## src/rtl/psc_pkg.sv

```systemverilog
package psc_pkg;

  localparam int IDX_W    = 8;
  localparam int STATUS_W = 3;
  localparam int LEN_W    = 5;

  typedef enum logic [STATUS_W-1:0] {
    ST_OK        = 3'd0,
    ST_RANGE     = 3'd1,
    ST_DUP       = 3'd2,
    ST_REDUCIBLE = 3'd3,
    ST_IDENTITY  = 3'd4,
    ST_TOO_MANY  = 3'd5
  } status_t;

  typedef enum logic [1:0] {
    S_LOAD,
    S_SCAN,
    S_WALK,
    S_RESULT
  } state_t;

endpackage

```

## src/rtl/psc_ram.sv

```systemverilog
module psc_ram #(
  parameter int WIDTH = 8,
  parameter int DEPTH = 16,
  localparam int AW = (DEPTH > 1) ? $clog2(DEPTH) : 1
) (
  input  logic             clk,
  input  logic             we,
  input  logic [AW-1:0]    waddr,
  input  logic [WIDTH-1:0] wdata,
  input  logic [AW-1:0]    raddr,
  output logic [WIDTH-1:0] rdata
);

  logic [WIDTH-1:0] mem [DEPTH];
  logic [WIDTH-1:0] rdata_r;

  always_ff @(posedge clk) begin
    if (we) begin
      mem[waddr] <= wdata;
    end
    rdata_r <= mem[raddr];
  end

  assign rdata = rdata_r;

endmodule

```

## src/rtl/permutation_single_cycle_check_core.sv

```systemverilog
// channel | direction | handshake           | payload
// in_     | input     | in_valid, in_stall   | in_index_value[7:0], in_is_last
// out_    | output    | out_valid, out_stall | out_status[2:0], out_cycle_length[4:0]
//
// loading takes one item per cycle, stored at the next free entry of the index memory
// after the last item: a scan over the memory (range, duplicate, moved positions), then
// a cycle walk of one memory read per step, then the result state that loads the
// result register
// an overflowed list skips the scan and walk and goes to the result state after its last item
// synchronous active-low reset clears control state only, the index memory needs no clearing
// input stalls outside loading; out_stall holds the result register, and a new list can
// load while a result waits
module permutation_single_cycle_check_core
  import psc_pkg::*;
#(
  parameter int MAX_N = 16
) (
  input  logic                clk,
  input  logic                rst_n,
  input  logic                in_valid,
  output logic                in_stall,
  input  logic [IDX_W-1:0]    in_index_value,
  input  logic                in_is_last,
  output logic                out_valid,
  input  logic                out_stall,
  output logic [STATUS_W-1:0] out_status,
  output logic [LEN_W-1:0]    out_cycle_length
);

  localparam int AW = (MAX_N > 1) ? $clog2(MAX_N) : 1;
  localparam int CW = $clog2(MAX_N + 1);

  state_t            state_r, state_nxt;
  logic [CW-1:0]     elem_cnt_r, elem_cnt_nxt;
  logic              ovf_r, ovf_nxt;
  logic [MAX_N-1:0]  seen_r, seen_nxt;
  status_t           err_r, err_nxt;
  logic [CW-1:0]     moved_r, moved_nxt;
  logic [AW-1:0]     start_r, start_nxt;
  logic [CW-1:0]     scan_left_r, scan_left_nxt;
  logic              pend_r, pend_nxt;
  logic [AW-1:0]     pos_r, pos_nxt;
  logic [CW-1:0]     steps_r, steps_nxt;
  status_t           res_status_r, res_status_nxt;
  logic [LEN_W-1:0]  res_len_r, res_len_nxt;
  logic              out_valid_r;
  status_t           out_status_r;
  logic [LEN_W-1:0]  out_len_r;

  logic              in_xfer;
  logic              out_load;
  logic              ram_we;
  logic [AW-1:0]     ram_waddr;
  logic [AW-1:0]     ram_raddr;
  logic [IDX_W-1:0]  ram_rdata;
  logic [CW-1:0]     steps_inc;

  psc_ram #(
    .WIDTH (IDX_W),
    .DEPTH (MAX_N)
  ) u_idx_ram (
    .clk   (clk),
    .we    (ram_we),
    .waddr (ram_waddr),
    .wdata (in_index_value),
    .raddr (ram_raddr),
    .rdata (ram_rdata)
  );

  assign in_stall  = (state_r != S_LOAD);
  assign in_xfer   = in_valid && !in_stall;
  assign ram_waddr = elem_cnt_r[AW-1:0];
  assign steps_inc = CW'(steps_r + 1'b1);

  always_comb begin
    state_nxt      = state_r;
    elem_cnt_nxt   = elem_cnt_r;
    ovf_nxt        = ovf_r;
    seen_nxt       = seen_r;
    err_nxt        = err_r;
    moved_nxt      = moved_r;
    start_nxt      = start_r;
    scan_left_nxt  = scan_left_r;
    pend_nxt       = 1'b0;
    pos_nxt        = pos_r;
    steps_nxt      = steps_r;
    res_status_nxt = res_status_r;
    res_len_nxt    = res_len_r;
    ram_we         = 1'b0;
    ram_raddr      = '0;
    out_load       = 1'b0;
    case (state_r)
      S_LOAD: begin
        if (in_xfer) begin
          if (elem_cnt_r < CW'(MAX_N)) begin
            ram_we       = 1'b1;
            elem_cnt_nxt = CW'(elem_cnt_r + 1'b1);
          end else begin
            ovf_nxt = 1'b1;
          end
          if (in_is_last) begin
            if (ovf_nxt) begin
              res_status_nxt = ST_TOO_MANY;
              res_len_nxt    = '0;
              state_nxt      = S_RESULT;
            end else begin
              scan_left_nxt = elem_cnt_nxt;
              seen_nxt      = '0;
              err_nxt       = ST_OK;
              moved_nxt     = '0;
              state_nxt     = S_SCAN;
            end
          end
        end
      end
      S_SCAN: begin
        // descending scan, so the lowest failing position is the one kept
        if (scan_left_r != '0) begin
          ram_raddr     = AW'(scan_left_r - 1'b1);
          pend_nxt      = 1'b1;
          pos_nxt       = AW'(scan_left_r - 1'b1);
          scan_left_nxt = CW'(scan_left_r - 1'b1);
        end
        if (pend_r) begin
          if (ram_rdata >= IDX_W'(elem_cnt_r)) begin
            err_nxt = ST_RANGE;
          end else begin
            if (seen_r[ram_rdata[AW-1:0]]) begin
              err_nxt = ST_DUP;
            end
            seen_nxt[ram_rdata[AW-1:0]] = 1'b1;
          end
          if (ram_rdata != IDX_W'(pos_r)) begin
            moved_nxt = CW'(moved_r + 1'b1);
            start_nxt = pos_r;
          end
        end
        if (scan_left_r == '0 && !pend_r) begin
          if (err_r != ST_OK) begin
            res_status_nxt = err_r;
            res_len_nxt    = '0;
            state_nxt      = S_RESULT;
          end else if (moved_r == '0) begin
            res_status_nxt = ST_IDENTITY;
            res_len_nxt    = '0;
            state_nxt      = S_RESULT;
          end else begin
            ram_raddr = start_r;
            steps_nxt = '0;
            state_nxt = S_WALK;
          end
        end
      end
      S_WALK: begin
        if (ram_rdata == IDX_W'(start_r)) begin
          if (steps_inc == moved_r) begin
            res_status_nxt = ST_OK;
            res_len_nxt    = LEN_W'(steps_inc);
          end else begin
            res_status_nxt = ST_REDUCIBLE;
            res_len_nxt    = '0;
          end
          state_nxt = S_RESULT;
        end else begin
          ram_raddr = ram_rdata[AW-1:0];
          steps_nxt = steps_inc;
        end
      end
      S_RESULT: begin
        if (!out_valid_r || !out_stall) begin
          out_load     = 1'b1;
          elem_cnt_nxt = '0;
          ovf_nxt      = 1'b0;
          state_nxt    = S_LOAD;
        end
      end
      default: begin
        state_nxt = S_LOAD;
      end
    endcase
  end

  always_ff @(posedge clk) begin
    if (!rst_n) begin
      state_r     <= S_LOAD;
      elem_cnt_r  <= '0;
      ovf_r       <= 1'b0;
      pend_r      <= 1'b0;
      scan_left_r <= '0;
      err_r       <= ST_OK;
      seen_r      <= '0;
      moved_r     <= '0;
      steps_r     <= '0;
    end else begin
      state_r     <= state_nxt;
      elem_cnt_r  <= elem_cnt_nxt;
      ovf_r       <= ovf_nxt;
      pend_r      <= pend_nxt;
      scan_left_r <= scan_left_nxt;
      err_r       <= err_nxt;
      seen_r      <= seen_nxt;
      moved_r     <= moved_nxt;
      steps_r     <= steps_nxt;
    end
  end

  always_ff @(posedge clk) begin
    start_r      <= start_nxt;
    pos_r        <= pos_nxt;
    res_status_r <= res_status_nxt;
    res_len_r    <= res_len_nxt;
  end

  // result register
  always_ff @(posedge clk) begin
    if (!rst_n) begin
      out_valid_r <= 1'b0;
    end else if (out_load) begin
      out_valid_r <= 1'b1;
    end else if (!out_stall) begin
      out_valid_r <= 1'b0;
    end
  end

  always_ff @(posedge clk) begin
    if (out_load) begin
      out_status_r <= res_status_r;
      out_len_r    <= res_len_r;
    end
  end

  assign out_valid        = out_valid_r;
  assign out_status       = out_status_r;
  assign out_cycle_length = out_len_r;

  a_err_len_zero: assert property (@(posedge clk) disable iff (!rst_n)
    (out_valid && out_status != ST_OK) |-> (out_cycle_length == '0))
    else $error("nonzero cycle length on an error result");

  a_cnt_bound: assert property (@(posedge clk) disable iff (!rst_n)
    elem_cnt_r <= CW'(MAX_N))
    else $error("element count above capacity");

  a_ovf_full: assert property (@(posedge clk) disable iff (!rst_n)
    ovf_r |-> (elem_cnt_r == CW'(MAX_N)))
    else $error("overflow flagged with free entries");

  a_walk_bound: assert property (@(posedge clk) disable iff (!rst_n)
    (state_r == S_WALK) |-> (steps_r < elem_cnt_r))
    else $error("cycle walk ran past the list length");

endmodule
```

## config.mk

```make
export PLATFORM = sky130hd
export DESIGN_NAME = permutation_single_cycle_check_core
export DESIGN_NICKNAME = d
export VERILOG_FILES = /design/src/rtl/psc_pkg.sv /design/src/rtl/psc_ram.sv /design/src/rtl/permutation_single_cycle_check_core.sv
export SDC_FILE = /design/constraint.sdc
export NUM_CORES = 1
export LEC_CHECK = 0
export ABC_AREA = 1
export BUFFER_PORTS_ARGS = -buffer_cell sky130_fd_sc_hd__buf_2
export CORE_MARGIN = 5
export CORE_UTILIZATION = 32
export CTS_CLUSTER_DIAMETER = 100
export DETAILED_ROUTE_END_ITERATION = 8
export PLACE_DENSITY = 0.47
export SYNTH_ARGS = -nofsm -noshare
export SYNTH_HDL_FRONTEND = slang
export SYNTH_SLANG_ARGS = --single-unit
```

## constraint.sdc

```tcl
create_clock -name clk -period 5.1 [get_ports clk]
set_clock_uncertainty 0.05 [all_clocks]
set_input_delay 0.255 -clock clk [delete_from_list [all_inputs] [get_ports clk]]
set_output_delay 0.255 -clock clk [all_outputs]
set_load 0.02 [all_outputs]
```

==> metrics, run 1 <==
antenna violations before repair 0; CTS resizes 0; TritonCTS sink count 203; Worst EP required 5.51 ns; final std cells w/o fill 1396; fillers 2989; Root Buffer Master clkbuf_16; IO buf count 22; Crit Path Class reg -> reg; Top cell by count, worst path nand3_1; Worst R2R End u_idx_ram.rdata[7]$_DFF_P_; sequential share of the synthesized area 0.5899; htree depth 1; Worst Setup End Kind register; reg2reg path depth 13; max incr delay on CP 0.68 ns; crit path max-delay cell type buf_4; Synth cell types 40; register share of total power 0.397; Worst Setup Start Kind register; Hold Path Class in -> reg; Synth Register Bits 203; arrival time worst endpoint 3.78 ns; # diodes 0; Leak Pwr 0.004057 uW; chip height 182.0 um; NetSw 1911 uW; Die W 182.0 um; HPWL Detailed 16.48 mm; mapped cell area 9469 um2; Row Count 63; Die Footprint 33130 um2; Setup Viol. Count Final 0; post-route ant nets 0; Initial Util 0.3221; vias 6712; worst r2r src state_r[1]$_SDFFE_PN0P_; minimum clock period 3.370 ns; status finished clean; total of warnings raised by yosys 0; area grow syn2layout 12.66%; Power Total 5276 uW; dominant cells by area after synthesis edfxtp_1 (48%), dfxtp_1 (11%), nand3_1 (7.5%); critical path's top delay family simple AND/OR/NAND/NOR gates; Core Util, Final 0.3628; maximum fanout along the worst path 73; hold endpoint state_r[1]$_SDFFE_PN0P_; dominant synthesized flop cell edfxtp_1; Yosys top cell area share 0.4820; nets@finish 1021; Placeable Area 29400 um2; worst skew pair latency 0.52 ns; vias in the first global route 6600; hold_ws 0.02853 ns; Mapped Nets 1006; flop2flop setup slack 1.73 ns; # IOs 23; slew margin rel. 0.1848; Comb pwr share 0.284; Mapped Cells 974; crit-path cells inv_1, ha_1, nand2_2, nor2_1, a21oi_4, nand2_2, buf_4, inv_4, nand2_1, nand3_1, nand3_1, nand3_1, nand2_1; total setup buffers inserted after CTS 0; gr busiest metal met2; FMAX 296.7 MHz; count leader, synth nand2_1; final-report hold violation count 0; Routed WL 24.70 mm; Global Route Usage Sum 0.1478; Initial DRT Pass Iterations 5; Max Cap Viol 0; routability cong. 0.8194; Pwr Density 494.6 nW/um2; post-synth top area cell edfxtp_1; number of vias per cell 4.808; met3 usage 0.02083; CTS tree yes; layout cells sized above 1 0.09245; most frequent cells after synthesis nand2_1 (153), edfxtp_1 (152), inv_1 (141), nand3_1 (141), nor2_1 (73); sw frac 0.3622; internal power 3365 uW; Worst Tran Pin Value 1.223 ns; pin count of the biggest net entering global routing 74; DRC viols 0; Final Max Slew Viols 0; setup TNS 0 ns; fin crit share 0.6608; Hold Path Origin rst_n; Clk network pwr share 0.319; Post-Syn Area per Cell 9.722 um2; CTS Buf Count 23; hold depth 3; Worst-path clk slew 0.06 ns; DR WL/cell 17.69 um; EDFF count, synth 152; Max VDD drop 0.2627 mV; Async SR Flop Fraction 0; initial DRC count 610; met2 GRT Util 0.2501; gr ovfl total 0; unrepaired setup endpoints after global routing no; Longest Clk Path Bufs 3; first-pass GRT wire length 38.61 mm; met1 usage 0.2042; WP buf/inv 3; placed cells 1353
[power by group through the flow]
stage	Clock (uW)	Combinational, uW	Sequential, uW
finish	1680	1500	2100
global route	1800	1690	2120
CTS	1730	1500	2100
detailed placement	0	1500	2130
global placement	0	1490	2130
floorplan	0	1170	2070
[metrics by stage]
stage | worst slack, ns | instance area [um2]
final | 1.730 | 10670
after global routing | 1.380 | 10670
after CTS | 1.705 | 10670
after detailed placement | 1.732 | 9884
after global placement | 1.805 | 9884
after floorplan | 2.756 | 9469
[cell families (layout without fill, tap and decap cells)]
kind of cell / Yosys count / count (layout) / share of synthesized area
AOI/OAI and AO/OA: 100 / 100 / 0.06039
xor gates and xnor gates: 14 / 14 / 0.01295
and+or+nand+nor: 451 / 451 / 0.2273
buffers and inverters: 187 / 219 / 0.08443
adders and majority gates: 19 / 19 / 0.02511
DFF: 203 / 203 / 0.5899
[state kept, by name, indices dropped and copies added (netlist names)]
name,count
elem_cnt_r,5
err_r,2
moved_r,5
out_cycle_length,5
out_status,3
out_valid,1
ovf_r,1
pend_r,1
pos_r,4
res_len_r,5
res_status_r,3
scan_left_r,5
seen_r,16
start_r,4
state_r,2
steps_r,5
u_idx_ram.mem,128
u_idx_ram.rdata,8
[worst reg2reg max path, stage by stage, from the launching register on]
cell and delay (ns):
dfxtp_1 0.34, inv_1 0.12, ha_1 0.65, nand2_2 0.17, nor2_1 0.20, a21oi_4 0.09
nand2_2 0.09, buf_4 0.68, inv_4 0.22, nand2_1 0.13, nand3_1 0.13, nand3_1 0.24
nand3_1 0.10, nand2_1 0.08
[cell usage in the layout (no fill, tap or decap), drive strengths merged, types with 3 or more instances in the layout]
cell / Yosys / layout
nand2: 156 / 156
edfxtp: 152 / 152
inv: 145 / 147
nand3: 144 / 144
nor2: 83 / 83
dfxtp: 51 / 51
a21oi: 51 / 51
nand3b: 48 / 48
clkbuf: 8 / 34
o21ai: 29 / 29
buf: 31 / 28
ha: 19 / 19
xor2: 9 / 9
nand4: 8 / 8
o22ai: 8 / 8
nor3: 8 / 8
clkinv: 3 / 8
a31oi: 5 / 5
xnor2: 5 / 5
a211oi: 3 / 3
[repair_timing]
| action | 4_1_cts | 5_1_grt |
|---|---|---|
| setup endpoints to repair | 0 | 0 |
| hold endpoints to repair | 1 | 0 |
| hold buffers | 1 | 0 |
[layer usage]
metal / part of all wire / wire (um)
met1: 0.46 / 11360
met5: 0 / 0
met2: 0.48 / 11820
met3: 0.042 / 1047
met4: 0.019 / 464
[worst max-delay path by stage]
stage               depth (start not counted)                     from                         end  slack, ns
floorplan                                   7  state_r[1]$_SDFFE_PN0P_  res_len_r[0]$_SDFFCE_PN0P_       2.76
global placement                           12  state_r[0]$_SDFFE_PN0P_  u_idx_ram.rdata[7]$_DFF_P_       1.81
detailed placement                         12  state_r[0]$_SDFFE_PN0P_  u_idx_ram.rdata[7]$_DFF_P_       1.73
CTS                                        12  state_r[0]$_SDFFE_PN0P_  u_idx_ram.rdata[7]$_DFF_P_       1.71
global route                               12  state_r[0]$_SDFFE_PN0P_  u_idx_ram.rdata[7]$_DFF_P_       1.38
finish                                     13  state_r[1]$_SDFFE_PN0P_  u_idx_ram.rdata[7]$_DFF_P_       1.73
[area by class of cell]
type	count	area, um2	share of cell area
clock inverters	8	83.83	0.007858
well taps	390	488.0	0.04574
multi-input cells	584	3098	0.2904
clock buffers	34	689.4	0.06463
repair buffers	29	165.2	0.01548
flip-flops and latches	203	5585	0.5236
inverters	148	558.0	0.05231
No activity file was read; power rests on OpenSTA's default activity.
==> inputs of run 2 (changes only) <==
--- a/config.mk
+++ b/config.mk
@@ -5,7 +5,7 @@
 export SDC_FILE = /design/constraint.sdc
 export NUM_CORES = 1
 export LEC_CHECK = 0
-export ABC_AREA = 1
+export ABC_AREA = 0
 export BUFFER_PORTS_ARGS = -buffer_cell sky130_fd_sc_hd__buf_2
 export CORE_MARGIN = 5
 export CORE_UTILIZATION = 32
==> constraint.sdc (replaced) <==
create_clock -name clk -period 3.3 [get_ports clk]
set_clock_uncertainty 0.05 [all_clocks]
set_input_delay 0.165 -clock clk [delete_from_list [all_inputs] [get_ports clk]]
set_output_delay 0.165 -clock clk [all_outputs]
set_load 0.02 [all_outputs]
==> run 2 against run 1 <==
Against the previous run: clock power up 63%; power up 59%; via count down 7.0%; critical endpoint is now u_idx_ram.rdata[2]$_DFF_P_; highest routed layer unchanged; utilization up 2.0 points; clock-buffer cell count down 7.
==> metrics, run 2 <==
area grow syn2layout 18.27%; Leak Pwr 0.003787 uW (-6.7%); commonest non-fill, non-tap cell in the layout edfxtp_1; initial DRC count 362 (-41%); total of warnings raised by yosys 0 (unchanged); Final Max Slew Viols 0 (unchanged); Worst Setup End Kind register; unrepaired setup endpoints after global routing no; Longest Clk Path Bufs 3 (unchanged); Root Buffer Master clkbuf_16; sequential share of the synthesized area 0.6005 (+0.01063); final-report hold violation count 0 (unchanged); maximum fanout along the worst path 8 (-89%); # diodes 0 (unchanged); vias 6241 (-7.0%); arrival time worst endpoint 3.48 ns (-0.30 ns); Largest register FFs 128 (unchanged); layout cells sized above 1 0.1624 (+0.07000); hold depth 1 (-2); hold endpoint u_idx_ram.mem[12][2]$_DFFE_PP_; reg2reg path depth 10 (-3); slew margin rel. 0.5430 (+0.3582); TritonCTS sink count 203 (unchanged); chip height 180.5 um (-0.84%); setup TNS 0 ns (unchanged); Mapped Cells 792 (-19%); Synth Register Bits 203 (unchanged); Die Footprint 32580 um2 (-1.7%); minimum clock period 3.178 ns (-0.1920 ns); # IOs 23 (unchanged); Worst-path clk slew 0.06 ns (about the same); Placeable Area 28700 um2 (-2.4%); Row Count 62 (-1.6%); post-synth top area cell edfxtp_1; post-route ant nets 0 (unchanged); Post-Syn Area per Cell 11.74 um2 (+21%); FMAX 314.7 MHz (+6.0%); DR WL/cell 19.23 um (+8.7%); EDFF count, synth 152 (unchanged); worst skew pair latency 0.53 ns (about the same); flop2flop setup slack 0.12 ns (-1.61 ns); Hold Path Origin in_index_value[2]; Initial Util 0.3241 (+0.002007); crit-path cells inv_1, ha_1, or4b_1, and4_4, o21ai_4, nand2_1, buf_12, mux2i_1, mux2_2, a2111oi_1; routability cong. 0.8202 (about the same); fin crit share 0.9631 (+0.3023); Worst Setup Start Kind register; Crit Path Class reg -> reg; gr ovfl total 0 (unchanged); Yosys top cell area share 0.4907 (+0.008689); count leader, synth edfxtp_1; Power Total 8366 uW (+59%); Worst R2R End u_idx_ram.rdata[2]$_DFF_P_; Place WS 0.1762 ns (-1.556 ns); crit path max-delay cell type a2111oi_1; Worst Tran Pin Value 0.6798 ns (-0.5430 ns); IO buf count 22 (unchanged); Pwr Density 760.5 nW/um2 (+54%); first-pass GRT wire length 37.87 mm (-1.9%); setup slack after layout 0.1219 ns (-1.608 ns); most frequent cells in the layout edfxtp_1 (152), o21ai_0 (66), a21oi_1 (63), nor2_1 (62), nand3_1 (53); Worst EP required 3.60 ns (-1.91 ns); antenna violations before repair 0 (unchanged); Die W 180.5 um (-0.84%); mapped cell area 9301 um2 (-1.8%); CTS tree yes; nets@finish 884 (-13%); CTS Buf Count 24 (+4.3%); Mapped Nets 824 (-18%); status finished clean; Routed WL 24.07 mm (-2.5%); number of vias per cell 4.985 (+3.7%); HPWL Detailed 16.52 mm (+0.27%); Hold Path Class in -> reg; Synth cell types 66 (+65%); total setup buffers inserted after CTS 0 (unchanged); htree depth 1 (unchanged); Max VDD drop 0.3904 mV (+49%); dominant synthesized flop cell edfxtp_1; Top reg by flops u_idx_ram.mem; max incr delay on CP 0.66 ns (-0.02 ns); pin count of the biggest net entering global routing 43 (-42%); vias in the first global route 6343 (-3.9%); Setup Viol. Count Final 0 (unchanged); Initial DRT Pass Iterations 4 (-1); most frequent cells after synthesis edfxtp_1 (152), o21ai_0 (66), a21oi_1 (64), nor2_1 (62), nand3_1 (53); dominant cells by area after synthesis edfxtp_1 (49%), dfxtp_1 (11%), o21ai_0 (3.6%); Max Cap Viol 0 (unchanged); Global Route Usage Sum 0.1457 (-0.002060); DRC viols 0 (unchanged); worst r2r src moved_r[1]$_SDFFE_PN0P_; Async SR Flop Fraction 0 (unchanged)
==> run 2: changes by cell type in the layout (fill, tap and decap cells not counted), sizes merged, moves of 8 or more <==
cell     delta
o21ai      +40
a21oi      +13
nor3b      +21
inv       -126
nand2b     +31
nand3      -91
nand2     -116
a2111oi     +8
o22ai       -8
nor2       -20
nand3b     -48
buf        +46
mux2        +8
mux2i      +26
==> run 2: power breakdown <==
group,switching (uW),internal [uW]
Clock,1080,1660
Combinational,1520,940
Sequential,163,3000
Total,2760,5600
==> run 2: kinds of logic (layout without fill, tap and decap cells) <==
logic type | count (synthesis) | after routing | share of synthesized area
adders and majority gates | 19 | 19 | 0.02556
xor gates and xnor gates | 23 | 23 | 0.02166
buffers and inverters | 67 | 143 | 0.03309
and+or+nand+nor | 257 | 257 | 0.1489
DFF | 203 | 203 | 0.6005
muxes | 39 | 39 | 0.04977
AOI/OAI and AO/OA | 184 | 184 | 0.1205
==> run 2: metrics by stage <==
stage	hold WS, ns	utilization	instance area [um2]	std cells
after floorplan	0.2139	-	9301	792
after global routing	0.007908	0.3833	11000	1252
after global placement	0.3528	0.3526	10120	1204
after CTS	0.00008205	0.3833	11000	1252
after detailed placement	0.3571	0.3526	10120	1204
final	0.01648	0.3833	11000	1252
==> run 2: layer usage <==
metal  global-route usage  vias to the layer above  wire, um
li1                     -                     3056         -
met3              0.02099                       35       781
met2               0.2492                       89     11920
met4              0.03297                        0       497
met5                    0                        -         0
met1               0.1971                     3061     10880
==> run 2: worst max-delay path by stage <==
stage | from | slack, ns | to | cells after the start
global placement | moved_r[1]$_SDFFE_PN0P_ | 0.22 | u_idx_ram.rdata[2]$_DFF_P_ | 11
detailed placement | moved_r[1]$_SDFFE_PN0P_ | 0.18 | u_idx_ram.rdata[2]$_DFF_P_ | 11
CTS | moved_r[1]$_SDFFE_PN0P_ | 0.16 | u_idx_ram.rdata[2]$_DFF_P_ | 11
global route | moved_r[1]$_SDFFE_PN0P_ | 0.03 | u_idx_ram.rdata[4]$_DFF_P_ | 10
finish | moved_r[1]$_SDFFE_PN0P_ | 0.12 | u_idx_ram.rdata[2]$_DFF_P_ | 10
floorplan | u_idx_ram.rdata[0]$_DFF_P_ | 0.36 | res_len_r[0]$_SDFFCE_PN0P_ | 6
==> run 2: layout make-up <==
class	instances	area [um2]
clock buffers	27	611.8
repair buffers	80	623.1
well taps	384	480.5
multi-input cells	522	3412
fillers	2810	17700
inverters	21	78.83
flip-flops and latches	203	5585
clock inverters	15	209.0
==> run 2: critical path, delay by kind of cell, from the launching register on <==
| kind | cells | cell delay [ns] |
|---|---|---|
| simple gates | 3 | 0.93 |
| compound gates | 2 | 0.85 |
| mux | 2 | 0.39 |
| flops | 1 | 0.34 |
| buf+inv | 2 | 0.29 |
| fa+ha+maj | 1 | 0.14 |
==> run 2: timing repair <==
action                    CTS  global route
hold endpoints to repair   60             0
hold buffers                6             0
gates resized for setup     0             0
